## config.mk

```make
export PLATFORM = sky130hd
export DESIGN_NAME = full_checksum_matrix_encoder_unit
export DESIGN_NICKNAME = d
export VERILOG_FILES = /design/src/hdl/fcme_pkg.sv /design/src/hdl/fcme_csr.sv /design/src/hdl/fcme_ctrl.sv /design/src/hdl/fcme_dp.sv /design/src/hdl/full_checksum_matrix_encoder_unit.sv
export SDC_FILE = /design/constraint.sdc
export NUM_CORES = 1
export LEC_CHECK = 0
export BUFFER_PORTS_ARGS = -buffer_cell sky130_fd_sc_hd__buf_2
export CAP_MARGIN = 25
export CORE_MARGIN = 1.5
export CORE_UTILIZATION = 62
export CTS_CLUSTER_SIZE = 40
export DETAILED_ROUTE_END_ITERATION = 8
export PLACE_DENSITY = 0.8
export SLEW_MARGIN = 25
export SYNTH_ARGS = -nofsm -noshare
export SYNTH_HDL_FRONTEND = slang
export SYNTH_HIERARCHICAL = 1
export SYNTH_SLANG_ARGS = --single-unit
```

## constraint.sdc

```tcl
create_clock -name clock -period 5.6 [get_ports clock]
set_input_delay 0.56 -clock clock [delete_from_list [all_inputs] [get_ports clock]]
set_output_delay 0.56 -clock clock [all_outputs]
set_load 0.05 [all_outputs]
```

## src/hdl/fcme_pkg.sv

```systemverilog
// ----------------------------------------------------------------------------
// fcme_pkg
// Shared types and constants of the full checksum matrix encoder.
// ----------------------------------------------------------------------------
`timescale 1ns / 1ps

package fcme_pkg;

   localparam int VALUE_WIDTH      = 24;
   localparam int REG_WIDTH        = 5;
   localparam int CSR_ADDR_WIDTH   = 3;
   localparam int CSR_DATA_WIDTH   = 32;
   localparam int MAX_ROWS_DEFAULT = 16;
   localparam int MAX_COLS_DEFAULT = 16;
   localparam int ELEMENT_WIDTH_DEFAULT = 16;

   localparam logic [REG_WIDTH-1:0] COUNT_RESET = 5'd16;

   localparam logic REG_ROW_COUNT = 1'b0;
   localparam logic REG_COL_COUNT = 1'b1;

   typedef enum logic [1:0] {
      KIND_DATA  = 2'd0,
      KIND_ROW   = 2'd1,
      KIND_COL   = 2'd2,
      KIND_TOTAL = 2'd3
   } kind_type;

   typedef enum logic [2:0] {
      ST_IDLE,
      ST_ECHO,
      ST_ROW,
      ST_COL_READ,
      ST_COL_EMIT,
      ST_TOTAL
   } state_type;

   typedef struct packed {
      logic     take;
      logic     update;
      logic     emit;
      kind_type kind;
      logic     run_last;
      logic     matrix_last;
      logic     col_step;
      logic     row_close;
      logic     col_read;
      logic     col_next;
      logic     clear;
   } ctrl_cmd_type;

   typedef struct packed {
      logic out_free;
      logic row_end;
      logic matrix_end;
      logic col_last;
   } ctrl_status_type;

endpackage

```

## src/hdl/fcme_csr.sv

```systemverilog
// ----------------------------------------------------------------------------
// fcme_csr
// Row and column count registers with clamped effective counts.
// ----------------------------------------------------------------------------
`timescale 1ns / 1ps

module fcme_csr #(
   parameter int MAX_ROWS = fcme_pkg::MAX_ROWS_DEFAULT,
   parameter int MAX_COLS = fcme_pkg::MAX_COLS_DEFAULT,
   localparam int RCW = $clog2(MAX_ROWS + 1),
   localparam int CCW = $clog2(MAX_COLS + 1)
) (
   input  logic                                  clock,
   input  logic                                  reset,
   input  logic                                  csr_psel,
   input  logic                                  csr_penable,
   input  logic                                  csr_pwrite,
   input  logic [fcme_pkg::CSR_ADDR_WIDTH-1:0]   csr_paddr,
   input  logic [fcme_pkg::CSR_DATA_WIDTH-1:0]   csr_pwdata,
   output logic [fcme_pkg::CSR_DATA_WIDTH-1:0]   csr_prdata,
   output logic                                  csr_pready,
   output logic [RCW-1:0]                        rows_eff,
   output logic [CCW-1:0]                        cols_eff,
   output logic                                  cfg_clear
);

   localparam int RW = fcme_pkg::REG_WIDTH;
   localparam int DW = fcme_pkg::CSR_DATA_WIDTH;

   logic [RW-1:0] row_count_ff, row_count_in;
   logic [RW-1:0] col_count_ff, col_count_in;
   logic          wr_en;
   logic          reg_sel;

   assign csr_pready = 1'b1;
   assign reg_sel    = csr_paddr[2];
   assign wr_en      = csr_psel & csr_penable & csr_pwrite & csr_pready;
   assign cfg_clear  = wr_en;

   always_comb begin
      row_count_in = row_count_ff;
      col_count_in = col_count_ff;
      csr_prdata   = '0;
      unique case (reg_sel)
         fcme_pkg::REG_ROW_COUNT: begin
            csr_prdata = DW'(row_count_ff);
            if (wr_en) begin
               row_count_in = csr_pwdata[RW-1:0];
            end
         end
         fcme_pkg::REG_COL_COUNT: begin
            csr_prdata = DW'(col_count_ff);
            if (wr_en) begin
               col_count_in = csr_pwdata[RW-1:0];
            end
         end
         default: begin
            csr_prdata = '0;
         end
      endcase
   end

   always_ff @(posedge clock) begin
      if (reset) begin
         row_count_ff <= fcme_pkg::COUNT_RESET;
         col_count_ff <= fcme_pkg::COUNT_RESET;
      end else begin
         row_count_ff <= row_count_in;
         col_count_ff <= col_count_in;
      end
   end

   // zero acts as one, too large acts as the maximum
   always_comb begin
      priority if (row_count_ff == '0) begin
         rows_eff = RCW'(1);
      end else if (int'(row_count_ff) > MAX_ROWS) begin
         rows_eff = RCW'(MAX_ROWS);
      end else begin
         rows_eff = RCW'(row_count_ff);
      end
      priority if (col_count_ff == '0) begin
         cols_eff = CCW'(1);
      end else if (int'(col_count_ff) > MAX_COLS) begin
         cols_eff = CCW'(MAX_COLS);
      end else begin
         cols_eff = CCW'(col_count_ff);
      end
   end

endmodule

```

## src/hdl/fcme_ctrl.sv

```systemverilog
// ----------------------------------------------------------------------------
// fcme_ctrl
// Sequencer for element echo, row sum and checksum row emission.
// ----------------------------------------------------------------------------
`timescale 1ns / 1ps

module fcme_ctrl (
   input  logic                      clock,
   input  logic                      reset,
   input  logic                      req_tvalid,
   output logic                      req_tready,
   input  fcme_pkg::ctrl_status_type status,
   output fcme_pkg::ctrl_cmd_type    cmd
);

   fcme_pkg::state_type state_ff, state_in;

   always_ff @(posedge clock) begin
      if (reset) begin
         state_ff <= fcme_pkg::ST_IDLE;
      end else begin
         state_ff <= state_in;
      end
   end

   always_comb begin
      state_in   = state_ff;
      cmd        = '0;
      cmd.kind   = fcme_pkg::KIND_DATA;
      req_tready = 1'b0;
      unique case (state_ff)
         fcme_pkg::ST_IDLE: begin
            req_tready = 1'b1;
            if (req_tvalid) begin
               cmd.take = 1'b1;
               state_in = fcme_pkg::ST_ECHO;
            end
         end
         fcme_pkg::ST_ECHO: begin
            if (status.out_free) begin
               cmd.update   = 1'b1;
               cmd.emit     = 1'b1;
               cmd.kind     = fcme_pkg::KIND_DATA;
               cmd.run_last = !status.row_end;
               if (status.row_end) begin
                  state_in = fcme_pkg::ST_ROW;
               end else begin
                  cmd.col_step = 1'b1;
                  state_in     = fcme_pkg::ST_IDLE;
               end
            end
         end
         fcme_pkg::ST_ROW: begin
            if (status.out_free) begin
               cmd.emit      = 1'b1;
               cmd.kind      = fcme_pkg::KIND_ROW;
               cmd.run_last  = !status.matrix_end;
               cmd.row_close = 1'b1;
               state_in      = status.matrix_end ? fcme_pkg::ST_COL_READ
                                                 : fcme_pkg::ST_IDLE;
            end
         end
         fcme_pkg::ST_COL_READ: begin
            cmd.col_read = 1'b1;
            state_in     = fcme_pkg::ST_COL_EMIT;
         end
         fcme_pkg::ST_COL_EMIT: begin
            if (status.out_free) begin
               cmd.emit = 1'b1;
               cmd.kind = fcme_pkg::KIND_COL;
               if (status.col_last) begin
                  state_in = fcme_pkg::ST_TOTAL;
               end else begin
                  cmd.col_next = 1'b1;
                  state_in     = fcme_pkg::ST_COL_READ;
               end
            end
         end
         fcme_pkg::ST_TOTAL: begin
            if (status.out_free) begin
               cmd.emit        = 1'b1;
               cmd.kind        = fcme_pkg::KIND_TOTAL;
               cmd.run_last    = 1'b1;
               cmd.matrix_last = 1'b1;
               cmd.clear       = 1'b1;
               state_in        = fcme_pkg::ST_IDLE;
            end
         end
         default: begin
            state_in = fcme_pkg::ST_IDLE;
         end
      endcase
   end

endmodule

```

## src/hdl/fcme_dp.sv

```systemverilog
// ----------------------------------------------------------------------------
// fcme_dp
// Indices, row/column/grand accumulators and the output word register.
// ----------------------------------------------------------------------------
`timescale 1ns / 1ps

module fcme_dp #(
   parameter int MAX_ROWS      = fcme_pkg::MAX_ROWS_DEFAULT,
   parameter int MAX_COLS      = fcme_pkg::MAX_COLS_DEFAULT,
   parameter int ELEMENT_WIDTH = fcme_pkg::ELEMENT_WIDTH_DEFAULT,
   localparam int RCW = $clog2(MAX_ROWS + 1),
   localparam int CCW = $clog2(MAX_COLS + 1)
) (
   input  logic                                clock,
   input  logic                                reset,
   input  logic signed [ELEMENT_WIDTH-1:0]     element,
   input  logic [RCW-1:0]                      rows_eff,
   input  logic [CCW-1:0]                      cols_eff,
   input  logic                                cfg_clear,
   input  fcme_pkg::ctrl_cmd_type              cmd,
   output fcme_pkg::ctrl_status_type           status,
   input  logic                                rsp_tready,
   output logic                                rsp_tvalid,
   output logic [fcme_pkg::VALUE_WIDTH-1:0]    rsp_value,
   output fcme_pkg::kind_type                  rsp_kind,
   output logic                                rsp_run_last,
   output logic                                rsp_matrix_last
);

   localparam int VW  = fcme_pkg::VALUE_WIDTH;
   localparam int RIW = (MAX_ROWS > 1) ? $clog2(MAX_ROWS) : 1;
   localparam int CIW = (MAX_COLS > 1) ? $clog2(MAX_COLS) : 1;

   logic signed [ELEMENT_WIDTH-1:0] elem_ff;
   logic [VW-1:0]                   elem_ext;

   logic [RIW-1:0] row_idx_ff, row_idx_in;
   logic [CIW-1:0] col_idx_ff, col_idx_in;
   logic [CIW-1:0] col_sel_ff, col_sel_in;
   logic [VW-1:0]  row_acc_ff, row_acc_in;
   logic [VW-1:0]  grand_ff, grand_in;
   logic [MAX_COLS-1:0] col_vld_ff, col_vld_in;

   logic [VW-1:0]  col_mem [MAX_COLS];
   logic [VW-1:0]  rd_data_ff;
   logic           rd_vld_ff;
   logic [CIW-1:0] rd_addr;
   logic           rd_en;
   logic [VW-1:0]  col_sum;
   logic [VW-1:0]  mem_wdata;

   logic           out_vld_ff, out_vld_in;
   logic [VW-1:0]  out_value_ff;
   fcme_pkg::kind_type out_kind_ff;
   logic           out_run_last_ff;
   logic           out_matrix_last_ff;
   logic [VW-1:0]  emit_value;
   logic           clear_all;

   assign elem_ext  = VW'(elem_ff);
   assign col_sum   = rd_vld_ff ? rd_data_ff : '0;
   assign mem_wdata = col_sum + elem_ext;
   assign clear_all = cmd.clear | cfg_clear;
   assign rd_en     = cmd.take | cmd.col_read;
   assign rd_addr   = cmd.take ? col_idx_ff : col_sel_ff;

   assign status.out_free   = !out_vld_ff || rsp_tready;
   assign status.row_end    = (CCW'(col_idx_ff) + 1'b1) == cols_eff;
   assign status.matrix_end = status.row_end && ((RCW'(row_idx_ff) + 1'b1) == rows_eff);
   assign status.col_last   = (CCW'(col_sel_ff) + 1'b1) == cols_eff;

   always_ff @(posedge clock) begin
      if (cmd.take) begin
         elem_ff <= element;
      end
      if (cmd.update) begin
         col_mem[col_idx_ff] <= mem_wdata;
      end
      if (rd_en) begin
         rd_data_ff <= col_mem[rd_addr];
      end
   end

   always_comb begin
      row_idx_in = row_idx_ff;
      col_idx_in = col_idx_ff;
      col_sel_in = col_sel_ff;
      row_acc_in = row_acc_ff;
      grand_in   = grand_ff;
      col_vld_in = col_vld_ff;
      if (cmd.update) begin
         row_acc_in             = row_acc_ff + elem_ext;
         grand_in               = grand_ff + elem_ext;
         col_vld_in[col_idx_ff] = 1'b1;
      end
      if (cmd.col_step) begin
         col_idx_in = col_idx_ff + 1'b1;
      end
      if (cmd.row_close) begin
         row_acc_in = '0;
         col_idx_in = '0;
         if (!status.matrix_end) begin
            row_idx_in = row_idx_ff + 1'b1;
         end
      end
      if (cmd.col_next) begin
         col_sel_in = col_sel_ff + 1'b1;
      end
      if (clear_all) begin
         row_idx_in = '0;
         col_idx_in = '0;
         col_sel_in = '0;
         row_acc_in = '0;
         grand_in   = '0;
         col_vld_in = '0;
      end
   end

   always_ff @(posedge clock) begin
      if (reset) begin
         row_idx_ff <= '0;
         col_idx_ff <= '0;
         col_sel_ff <= '0;
         row_acc_ff <= '0;
         grand_ff   <= '0;
         col_vld_ff <= '0;
         rd_vld_ff  <= 1'b0;
      end else begin
         row_idx_ff <= row_idx_in;
         col_idx_ff <= col_idx_in;
         col_sel_ff <= col_sel_in;
         row_acc_ff <= row_acc_in;
         grand_ff   <= grand_in;
         col_vld_ff <= col_vld_in;
         if (rd_en) begin
            rd_vld_ff <= col_vld_ff[rd_addr];
         end
      end
   end

   // output word register
   always_comb begin
      unique case (cmd.kind)
         fcme_pkg::KIND_DATA:  emit_value = elem_ext;
         fcme_pkg::KIND_ROW:   emit_value = row_acc_ff;
         fcme_pkg::KIND_COL:   emit_value = col_sum;
         fcme_pkg::KIND_TOTAL: emit_value = grand_ff;
         default:              emit_value = elem_ext;
      endcase
      if (cmd.emit) begin
         out_vld_in = 1'b1;
      end else if (rsp_tready) begin
         out_vld_in = 1'b0;
      end else begin
         out_vld_in = out_vld_ff;
      end
   end

   always_ff @(posedge clock) begin
      if (reset) begin
         out_vld_ff <= 1'b0;
      end else begin
         out_vld_ff <= out_vld_in;
      end
   end

   always_ff @(posedge clock) begin
      if (cmd.emit) begin
         out_value_ff       <= emit_value;
         out_kind_ff        <= cmd.kind;
         out_run_last_ff    <= cmd.run_last;
         out_matrix_last_ff <= cmd.matrix_last;
      end
   end

   assign rsp_tvalid      = out_vld_ff;
   assign rsp_value       = out_value_ff;
   assign rsp_kind        = out_kind_ff;
   assign rsp_run_last    = out_run_last_ff;
   assign rsp_matrix_last = out_matrix_last_ff;

endmodule

```

## src/hdl/full_checksum_matrix_encoder_unit.sv

```systemverilog
// ----------------------------------------------------------------------------
// full_checksum_matrix_encoder_unit
// Streams a matrix in row-major order and returns its full checksum matrix.
//
// req: one element per word (tdata), row-major order.
// rsp: every element is echoed (tuser kind data); after the last element of
// a row the row sum follows (kind row); after the last row come one column
// sum per column (kind column) and the grand total (kind total, tuser bit 2
// set). tlast marks the last word caused by one element.
// csr: row_count at 0x0, col_count at 0x4; writing either one restarts the
// matrix. Write only while the block is idle.
// An accepted element is held in the element register; its echo is loaded
// into the output register once the output word is free. The sequencer takes
// no new element until its echo, and at a row end the row sum, has been
// emitted; each column sum is read from the column sum memory (a registered read), then emitted.
// Reset clears all sums and sets both counts to 16. A stalled receiver
// holds the output word; one element is still accepted behind it.
// ----------------------------------------------------------------------------
`timescale 1ns / 1ps

module full_checksum_matrix_encoder_unit #(
   parameter int MAX_ROWS      = fcme_pkg::MAX_ROWS_DEFAULT,
   parameter int MAX_COLS      = fcme_pkg::MAX_COLS_DEFAULT,
   parameter int ELEMENT_WIDTH = fcme_pkg::ELEMENT_WIDTH_DEFAULT,
   localparam int REQ_DATA_WIDTH = ((ELEMENT_WIDTH + 7) / 8) * 8
) (
   input  logic                                 clock,
   input  logic                                 reset,
   input  logic                                 req_tvalid,
   output logic                                 req_tready,
   input  logic [REQ_DATA_WIDTH-1:0]            req_tdata,   // element_value
   output logic                                 rsp_tvalid,
   input  logic                                 rsp_tready,
   output logic [fcme_pkg::VALUE_WIDTH-1:0]     rsp_tdata,   // out_value
   output logic [2:0]                           rsp_tuser,   // out_kind, matrix_last
   output logic                                 rsp_tlast,
   input  logic                                 csr_psel,
   input  logic                                 csr_penable,
   input  logic                                 csr_pwrite,
   input  logic [fcme_pkg::CSR_ADDR_WIDTH-1:0]  csr_paddr,
   input  logic [fcme_pkg::CSR_DATA_WIDTH-1:0]  csr_pwdata,
   output logic [fcme_pkg::CSR_DATA_WIDTH-1:0]  csr_prdata,
   output logic                                 csr_pready
);

   localparam int RCW = $clog2(MAX_ROWS + 1);
   localparam int CCW = $clog2(MAX_COLS + 1);

   logic [RCW-1:0]            rows_eff;
   logic [CCW-1:0]            cols_eff;
   logic                      cfg_clear;
   fcme_pkg::ctrl_cmd_type    cmd;
   fcme_pkg::ctrl_status_type status;
   fcme_pkg::kind_type        rsp_kind;
   logic                      rsp_matrix_last;

   fcme_csr #(
      .MAX_ROWS (MAX_ROWS),
      .MAX_COLS (MAX_COLS)
   ) u_csr (
      .clock       (clock),
      .reset       (reset),
      .csr_psel    (csr_psel),
      .csr_penable (csr_penable),
      .csr_pwrite  (csr_pwrite),
      .csr_paddr   (csr_paddr),
      .csr_pwdata  (csr_pwdata),
      .csr_prdata  (csr_prdata),
      .csr_pready  (csr_pready),
      .rows_eff    (rows_eff),
      .cols_eff    (cols_eff),
      .cfg_clear   (cfg_clear)
   );

   fcme_ctrl u_ctrl (
      .clock      (clock),
      .reset      (reset),
      .req_tvalid (req_tvalid),
      .req_tready (req_tready),
      .status     (status),
      .cmd        (cmd)
   );

   fcme_dp #(
      .MAX_ROWS      (MAX_ROWS),
      .MAX_COLS      (MAX_COLS),
      .ELEMENT_WIDTH (ELEMENT_WIDTH)
   ) u_dp (
      .clock           (clock),
      .reset           (reset),
      .element         (req_tdata[ELEMENT_WIDTH-1:0]),
      .rows_eff        (rows_eff),
      .cols_eff        (cols_eff),
      .cfg_clear       (cfg_clear),
      .cmd             (cmd),
      .status          (status),
      .rsp_tready      (rsp_tready),
      .rsp_tvalid      (rsp_tvalid),
      .rsp_value       (rsp_tdata),
      .rsp_kind        (rsp_kind),
      .rsp_run_last    (rsp_tlast),
      .rsp_matrix_last (rsp_matrix_last)
   );

   assign rsp_tuser = {rsp_matrix_last, rsp_kind};

`ifndef SYNTHESIS
   a_take_on_accept: assert property (@(posedge clock) disable iff (reset)
      req_tvalid && req_tready |-> cmd.take)
      else $error("accepted word not captured");

   a_busy_after_take: assert property (@(posedge clock) disable iff (reset)
      cmd.take |=> !req_tready)
      else $error("ready while an element is in flight");

   a_emit_when_free: assert property (@(posedge clock) disable iff (reset)
      cmd.emit |-> status.out_free)
      else $error("output word overwritten");

   a_matrix_last_total: assert property (@(posedge clock) disable iff (reset)
      rsp_tvalid && rsp_tuser[2] |-> rsp_tlast && (rsp_tuser[1:0] == fcme_pkg::KIND_TOTAL))
      else $error("matrix end flag on a word other than the grand total");
`endif

endmodule

```

# Yosys cells after proc, flatten, opt, wreduce, memory -nomap -nowiden

Memories as Yosys holds them, arrays and structs flattened. A register that Yosys moved wholly into a read port is not among the register bits.
Cells that the tools add are included.

Bits in registers: 135
Bits in writable memories: 384
Bits of input ports: 58
Output and inout bits: 63
Logic and storage cells: 116
Memories: 1

Memories:

| name         | words | width | read ports | clocked after memory_dff | write ports | RTL line      | text |
|---|---|---|---|---|---|---|---|
| u_dp.col_mem | 16    | 24    | 1          | 1                        | 1           | fcme_dp.sv:44 | `logic [VW-1:0] col_mem [MAX_COLS];` |

Add/subtract/negate cells: 9
Magnitude comparators: 5
Equality and inequality tests: 16
Multiplexer cells: 45
Bitwise operators: 7
Reductions and logical operators: 17

Operators with widths:

| cell                | number |
|---|---|
| $pmux 24 s4         | 1 |
| $add 24x24->24      | 3 |
| $pmux 32 s2         | 1 |
| $mux 5              | 6 |
| $mux 24             | 1 |
| $mux 3              | 7 |
| $mux 1              | 20 |
| $pmux 3 s6          | 1 |
| $or 16x16->16       | 1 |
| $add 4x1->5 const B | 3 |
| $eq 5x5->1          | 3 |
| $add 4x1->4 const B | 3 |
| $pmux 3 s4          | 1 |
| $gt 5x5->1 const B  | 2 |
| $logic_not 5->1     | 2 |
| $lt 4x5->1 const B  | 2 |
| $ne 2x2->1 const B  | 5 |
| $mux 4              | 2 |
| $eq 3x2->1 const B  | 2 |
| $eq 3x3->1 const B  | 2 |
| $reduce_and 2->1    | 3 |
| $reduce_and 5->1    | 1 |
| $bmux 1 s4          | 1 |
| $demux 1 s4         | 1 |
| other kinds (17)    | 25 |

# Depth between registers and ports, before layout

Gate-level depths: netlist (run 1).

Word-level depth: 10
Mapped depth: 17
Mapped depth without buffers: 12

# By module

Netlist (run 1), hierarchy kept.

Modules (own cells, without submodules):

| module                            | times used | cells each | area an instance (µm²) | seq. area each (µm²) |
|---|---|---|---|---|
| fcme_dp                           | 1          | 1,679      | 24,752.5               | 15,134.5 |
| fcme_csr                          | 1          | 93         | 800.8                  | 200.2 |
| fcme_ctrl                         | 1          | 47         | 341.6                  | 60.1 |
| full_checksum_matrix_encoder_unit | 1          | 1          | 7.5                    | 0.0 |

# Worst setup path before layout (run 1)

OpenSTA, ideal clock, no wires.

Path type: reg-to-reg
Start: reg u_dp.rd_vld_ff
End: mem u_dp/col_mem[0][16] (netlist bit) (data pin)
Setup time: 289 ps
Data arrival time: 3,880 ps
Required time: 5,311 ps
Slack: 1,431 ps
Cell stages (with the launch flop): 17
Buffers on the path: 5
Period minus slack after synthesis: 4,169 ps
Cells stage by stage: dfxtp_1 > buf_4 > buf_2 > clkbuf_1 > clkbuf_1 > clkbuf_1 > and2_1 > xor2_1 > ha_1 > a31oi_1 > nor3b_1 > a21boi_1 > o2111ai_1 > a41oi_1 > nor2_1 > o41ai_4 > xor2_1

Longest elaborated chain between the ends: 2

RTL lines:

| what                         | RTL line       | text |
|---|---|---|
| from (decl)                  | fcme_dp.sv:46  | `logic rd_vld_ff;` |
| from (signal assigned)       | fcme_dp.sv:136 | `rd_vld_ff <= col_vld_ff[rd_addr];` |
| $mux 24                      | fcme_dp.sv:61  | `assign col_sum = rd_vld_ff ? rd_data_ff : '0;` |
| $add 24x24->24               | fcme_dp.sv:62  | `assign mem_wdata = col_sum + elem_ext;` |
| named net u_dp.mem_wdata[16] | fcme_dp.sv:50  | `logic [VW-1:0] mem_wdata;` |
| to (decl)                    | fcme_dp.sv:44  |  |

The timed path passes the listed nets, and every way through them passes these cells.

# Worst setup path in the final report (run 1)

Start: reg u_dp.rd_vld_ff
End: mem u_dp/col_mem[11][20] (netlist bit) (data pin)

Same word-level chain as after synthesis.

==> summary.md, run 1 <==
| Metric | Value |
|---|---|
| Max Slew Vio Count | 0 |
| Vias in the first global route | 16000 |
| CP max stage delay | 0.90 ns |
| Initial core utilization | 63.2% |
| Synthesized area per cell | 14.2 µm² |
| Fraction of final layout cells with drive strength greater than 1 | 18.4% |
| CP Capture Type | flop |
| Commonest non-fill, non-tap cell in the layout | edfxtp_1 |
| Fill cell count | 2600 |
| Status | finished with violations |
| Port-buffer cells | 63 |
| Gr ovfl total | 0 |
| CTS Buffer Depth | 3 |
| # clock sinks | 543 |
| Total die area | 43000 µm² |
| Synth area leader | edfxtp_1 |
| Hold Crit Class | primary input to flop |
| DR WL/cell | 24.1 µm |
| Worst Tran Pin Value | 1.03 ns |
| Most frequent cells in the layout | edfxtp_1 (452), mux4_2 (124), nand2_1 (101) |
| # placed instances | 2350 |
| Drt via density | 6.51 |
| Mapped Area | 25900 µm² |
| GRT Total Usage | 27.8% |
| Setup Skew | 0.0384 ns |
| CP required | 5.87 ns |
| Total routed wirelength | 59100 µm |
| Final setup viols | 0 |
| Final std cells w/o fill | 2449 |
| Clock Pin Slew Worst Setup and Hold Paths | 0.06 ns |
| Layout Nets | 1994 |
| IO Count | 121 |
| Post-synthesis sequential area ratio | 59.4% |
| H-tree Lvls | 2 |
| First-pass GRT wire length | 91200 µm |
| CP max FO | 29 |
| Synth area leaders | edfxtp_1 (52%), mux4_2 (11%), dfxtp_1 (7.0%) |
| Placeable Area | 41000 µm² |
| Max stage delay cell, worst path | dfxtp_1 |
| Post-layout min period | 4.70 ns |
| Buffers and inverters on the worst path | 0 |
| Pre-antenna DRT Iters | 8 |
| Setup_tns | 0 ns |
| Core Rows | 74 |
| Placer Congestion | 0.980 |
| Initial drt markers | 1722 |
| Setup crit start kind | flop |
| Leak | 10.2 nW |
| Max Cap Violations | 0 |
| Unique masters post-synth | 83 |
| Vias | 16000 |
| Initial antenna violation count | 0 |
| PwrDens | 454 nW/µm² |
| CTS root buffer | clkbuf_16 |
| Post-synth EDFFs | 452 |
| Asr flop ratio synth | 0% |
| Post-synthesis cell count | 1820 |
| Die width | 207 µm |
| Post-route ant nets | 0 |
| Critical Path AT | 4.96 ns |
| CTS tree | yes |
| Crit path max-delay family | compound AO/OA/AOI/OAI gates |
| DRC viols | 16 |
| VDD IR-drop max | 0.297 mV |
| Failing checks | DRC |
| Prevailing post-synth register cell | edfxtp_1 |
| Total chip power | 12.9 mW |
| Final Hold Fails | 0 |
| Finished Core Util | 69.4% |
| Worst skew pair latency | 0.64 ns |
| Unrepaired setup endpoints after global routing | no |
| Worst relative slew slack | 31.2% |
| Die H | 207 µm |
| Post-route clock period utilization | 83.9% |
| Post-synth top area share | 52.4% |
| Crit path cell chain | and2_1 > ha_1 > ha_1 > a31oi_1 > nor3b_1 > a21boi_1 > o2111ai_1 > a41oi_1 > nor2_1 > o41ai_4 > nor2_1 > a211o_1 |
| Layout area overhead | 9.87% |
| Post-CTS setup buffer count | 0 |
| Fmax | 213 MHz |
| Cts hold-fix bufs | 0 |
| Critical path type | flop to flop |
| HPWL Detailed | 35500 µm |
| Largest net degree at the start of global routing | 101 |
| Synth warn | 6 |
| Total CTS buffers | 52 |
| Post-cts gate resize count | 0 |
| Post-synthesis register bit count | 543 |
==> path summary, 6_finish.rpt <==
path | start | to | slack [ns] | depth (start not counted)
setup / recovery | u_dp/rd_vld_ff | u_dp/col_mem[11][20] | 0.90 | 12
hold / removal | req_tdata[4] | u_dp/elem_ff[4] | 0.10 | 1
setup reg to reg | u_dp/rd_vld_ff | u_dp/col_mem[11][20] | 0.90 | 12
hold reg to reg | u_dp/col_vld_ff[8] | u_dp/col_vld_ff[8] | 0.47 | 1
==> Yosys cell counts (30+ instances only) <==
cell type	number
a211oi_1	31
a21o_1	36
a21oi_1	70
a31oi_1	36
and2_1	67
buf_4	32
clkbuf_1	67
dfxtp_1	91
edfxtp_1	452
ha_1	62
mux2i_1	52
mux4_2	124
nand2_1	101
nor2_1	93
o21ai_0	54
xnor2_1	74
xor2_1	30
==> metal layers <==
layer,up-vias,part of all wire (%),GRT usage (%)
met2,726,50,47.0
met4,0,3.2,10.7
met1,8004,39,36.5
met3,138,8.0,4.11
met5,-,0,0
li1,7087,-,-
==> logic make-up (layout without fill, tap and decap cells) <==
| family | Yosys count | count (layout) | synth area share [%] |
|---|---|---|---|
| compound gates | 334 | 334 | 9.05 |
| simple gates | 423 | 423 | 8.58 |
| fa+ha+maj | 70 | 70 | 3.38 |
| flops | 543 | 543 | 59.4 |
| other cells | 2 | 29 | 0.0290 |
| xor+xnor | 104 | 104 | 3.52 |
| mux | 181 | 181 | 13.0 |
| buf+inv | 163 | 233 | 3.00 |
==> through the flow <==
step	hold WS, ns	setup WS, ns	cell area [µm²]
after floorplan	0.435	1.43	26000
after global placement	0.441	1.26	26700
after detailed placement	0.454	1.07	26700
after CTS	0.0791	1.06	28400
after global routing	0.0958	0.714	28500
final	0.101	0.904	28500
==> layout make-up <==
cell class	count	area (µm²)	area share, %
clock inverters	23	229	0.805
inverters	29	109	0.382
clock buffers	75	1440	5.05
flip-flops and latches	543	15400	54.1
multi-input cells	1140	9970	35.0
repair buffers	106	648	2.28
well taps	532	666	2.34
diodes	1	2.50	0.00879
==> power breakdown <==
part,switching (mW),internal [mW],total [mW]
Combinational,2.45,1.43,3.87
Clock,1.53,1.90,3.43
Sequential,0.378,5.25,5.62
Total,4.36,8.57,12.9
==> registers in the layout, indices dropped and copies added (netlist names) <==
name / count
u_dp/rd_data_ff: 24
u_dp/rsp_tvalid: 1
u_dp/col_idx_ff: 4
u_dp/elem_ff: 16
u_dp/row_idx_ff: 4
u_dp/grand_ff: 24
u_dp/col_mem: 384
u_dp/col_vld_ff: 16
u_dp/rsp_kind: 2
u_dp/rsp_run_last: 1
u_dp/col_sel_ff: 4
u_dp/rsp_value: 24
u_dp/row_acc_ff: 24
u_ctrl/state_ff: 3
u_csr/col_count_ff: 5
u_dp/rsp_matrix_last: 1
u_dp/rd_vld_ff: 1
u_csr/row_count_ff: 5
No activity file was read; power rests on OpenSTA's default activity.
==> run 2: changes to the inputs <==
- CORE_UTILIZATION: 62 -> 56
- PLACE_DENSITY: 0.8 -> 0.77
- clock period: 5.6 -> 4.1 ns (I/O delays scaled with it)
==> run 2 against run 1 <==
The flow now finishes without violations. First-iteration DRC count grew 0.52%. Largest cell class unchanged. Non-clock buffer count grew 40. Sequential power grew 36%. Hold slack lost 0.070 ns. Global-route usage shrank 1.9 points. Worst setup slack lost 0.66 ns. Critical path type unchanged.
==> summary.md, run 2 (same netlist as run 1, synthesis figures left out) <==
| Metric | Value |
|---|---|
| Final setup viols | 0 (unchanged) |
| Status | complete, no violations |
| Gr ovfl total | 0 (unchanged) |
| Pre-antenna DRT Iters | 5 (-3) |
| Worst Setup Slack, final | 0.248 ns (-0.657 ns) |
| Placeable Area | 45500 µm² (+11%) |
| Largest register FFs | 384 (unchanged) |
| Vias | 15900 (-0.094%) |
| H-tree Lvls | 2 (unchanged) |
| DRC viols | 0 (-16) |
| Final Hold Fails | 0 (unchanged) |
| GRT Total Usage | 25.8% (-1.9 points) |
| Critical Path AT | 4.27 ns (-0.69 ns) |
| Crit path cell chain | and2_1 > ha_1 > o211ai_1 > o221ai_1 > o22ai_2 > nor4b_1 > or4_4 > a22o_4 > a32oi_4 > buf_4 > o311ai_4 > a2111oi_4 > buf_4 |
| Vias in the first global route | 15900 (-0.95%) |
| CTS root buffer | clkbuf_16 |
| Reg2reg start | u_dp/rd_data_ff[0] |
| Hold WS | 0.0314 ns (-0.0700 ns) |
| Setup_tns | 0 ns (unchanged) |
| Crit path from | u_dp/rd_data_ff[0] |
| Finished Cell Area | 29100 µm² (+2.2%) |
| Initial drt markers | 1731 (+0.52%) |
| CP max FO | 16 (-45%) |
| Setup crit start kind | flop |
| Total CTS buffers | 54 (+3.8%) |
| # clock sinks | 543 (unchanged) |
| CP most frequent cell | buf_4 |
| VDD IR-drop max | 0.456 mV (+54%) |
| Post-route ant nets | 0 (unchanged) |
| Multi-input logic area | 9980 µm² (+0.10%) |
| Met3 WL post-DR | 4620 µm (-1.7%) |
| Fraction of final layout cells with drive strength greater than 1 | 19.7% (+1.3 points) |
| Hold Crit Class | primary input to flop |
| CP Capture Type | flop |
| Total die area | 47600 µm² (+11%) |
| Fill cell count | 3153 (+21%) |
| Met1 WL | 23700 µm (+2.6%) |
| CP max stage delay | 0.55 ns (-0.35 ns) |
| Initial antenna violation count | 0 (unchanged) |
| Core Rows | 78 (+5.4%) |
| IO Count | 121 (unchanged) |
| Layout Nets | 2036 (+2.1%) |
| DR WL/cell | 23.6 µm (-2.1%) |
| Unrepaired setup endpoints after global routing | no |
| HPWL Detailed | 35900 µm (+1.2%) |
| Ant. Diodes | 0 (-1) |
| Post-DP Area | 27100 µm² (+1.3%) |
| Initial core utilization | 57.0% (-6.2 points) |
| Worst hold start | req_tdata[15] |
| Placer Congestion | 0.894 (-8.7%) |
| Port-buffer cells | 63 (unchanged) |
| Die width | 218 µm (+5.1%) |
| Critical path type | flop to flop |
| Post-layout min period | 3.85 ns (-0.843 ns) |
| Worst relative slew slack | 32.0% (+0.76 points) |
| Setup Skew | 0.0617 ns (+0.0233 ns) |
| Wire length on met2 | 30200 µm (+2.9%) |
| Post-route clock period utilization | 94.0% (+10 points) |
| Worst Tran Pin Value | 1.02 ns (-0.00784 ns) |
| Layout area overhead | 12.3% |
| Leak | 10.5 nW (+2.8%) |
| Pre-CTS setup slack | 0.00110 ns (-1.07 ns) |
| Commonest non-fill, non-tap cell in the layout | edfxtp_1 |
| Top Layer Used | met4 |
| Post-CTS setup buffer count | 0 (unchanged) |
| Most frequent cells in the layout | edfxtp_1 (452), mux4_2 (124), nand2_1 (101) |
| PwrDens | 622 nW/µm² (+37%) |
| First-pass GRT wire length | 92800 µm (+1.7%) |
| Die H | 218 µm (+5.1%) |
| Biggest register | u_dp/col_mem |
| Worst skew pair latency | 0.63 ns (about the same) |
| CTS Buffer Depth | 3 (unchanged) |
| Sequential standard cell area | 15400 µm² (unchanged) |
| CP required | 4.52 ns (-1.35 ns) |
| Max Cap Violations | 0 (unchanged) |
| Largest net degree at the start of global routing | 51 (-50%) |
| Max stage delay cell, worst path | or4_4 |
| Total routed wirelength | 60400 µm (+2.2%) |
| Max Slew Vio Count | 0 (unchanged) |
| Fmax | 260 MHz (+22%) |
| CTS tree | yes |
| Clock Pin Slew Worst Setup and Hold Paths | 0.06 ns (about the same) |
| Drt via density | 6.23 (-4.4%) |
==> run 2: timing repair <==
action                                  4_1_cts  5_1_grt
resized for setup                             2        4
hold endpoints to repair                     15        0
hold buffers                                 15        0
endpoints found under the setup margin       21       48
==> run 2: layout make-up <==
| cell class | instances | share of cell area (%) |
|---|---|---|
| multi-input combinational | 1140 | 34.3 |
| tap | 600 | 2.58 |
| clock buffer | 64 | 4.77 |
| sequential | 543 | 52.9 |
| timing repair buffer | 146 | 3.66 |
| clock inverter | 37 | 1.39 |
| inverter | 29 | 0.374 |
==> run 2: stage by stage <==
stage / instances / util (%) / power (mW)
CTS: 2559 / 63.9 / 18.1
global placement: 2443 / 59.5 / 12.9
detailed placement: 2443 / 59.6 / 13.1
floorplan: 1846 / - / 11.7
global route: 2559 / 64.0 / 18.9
finish: 2559 / 64.0 / 18.1
==> run 2: worst paths after layout <==
check,end,depth (start not counted),slack [ns]
hold / removal,u_dp/elem_ff[15],1,0.03
setup / recovery,u_dp/col_mem[11][23],13,0.25
hold reg to reg,u_dp/col_vld_ff[13],1,0.47
setup reg to reg,u_dp/col_mem[11][23],13,0.25
==> run 2: power breakdown <==
part           total [mW]  switching [mW]  internal [mW]
clock network        4.99            2.12           2.88
logic                5.46            3.42           2.04
registers            7.65           0.486           7.16
total                18.1            6.03           12.1
==> run 2: metal layers <==
metal / vias up / track usage (%)
met5: - / 0
met4: 0 / 9.24
met3: 146 / 3.28
met2: 687 / 44.2
met1: 7940 / 34.0
li1: 7167 / -
==> run 2: critical path: cells and delay by family (launching register included) <==
| kind | cells | cell delay, ns |
|---|---|---|
| flops | 1 | 0.35 |
| simple gates | 3 | 0.86 |
| buf+inv | 2 | 0.44 |
| compound gates | 7 | 1.73 |
| fa+ha+maj | 1 | 0.25 |
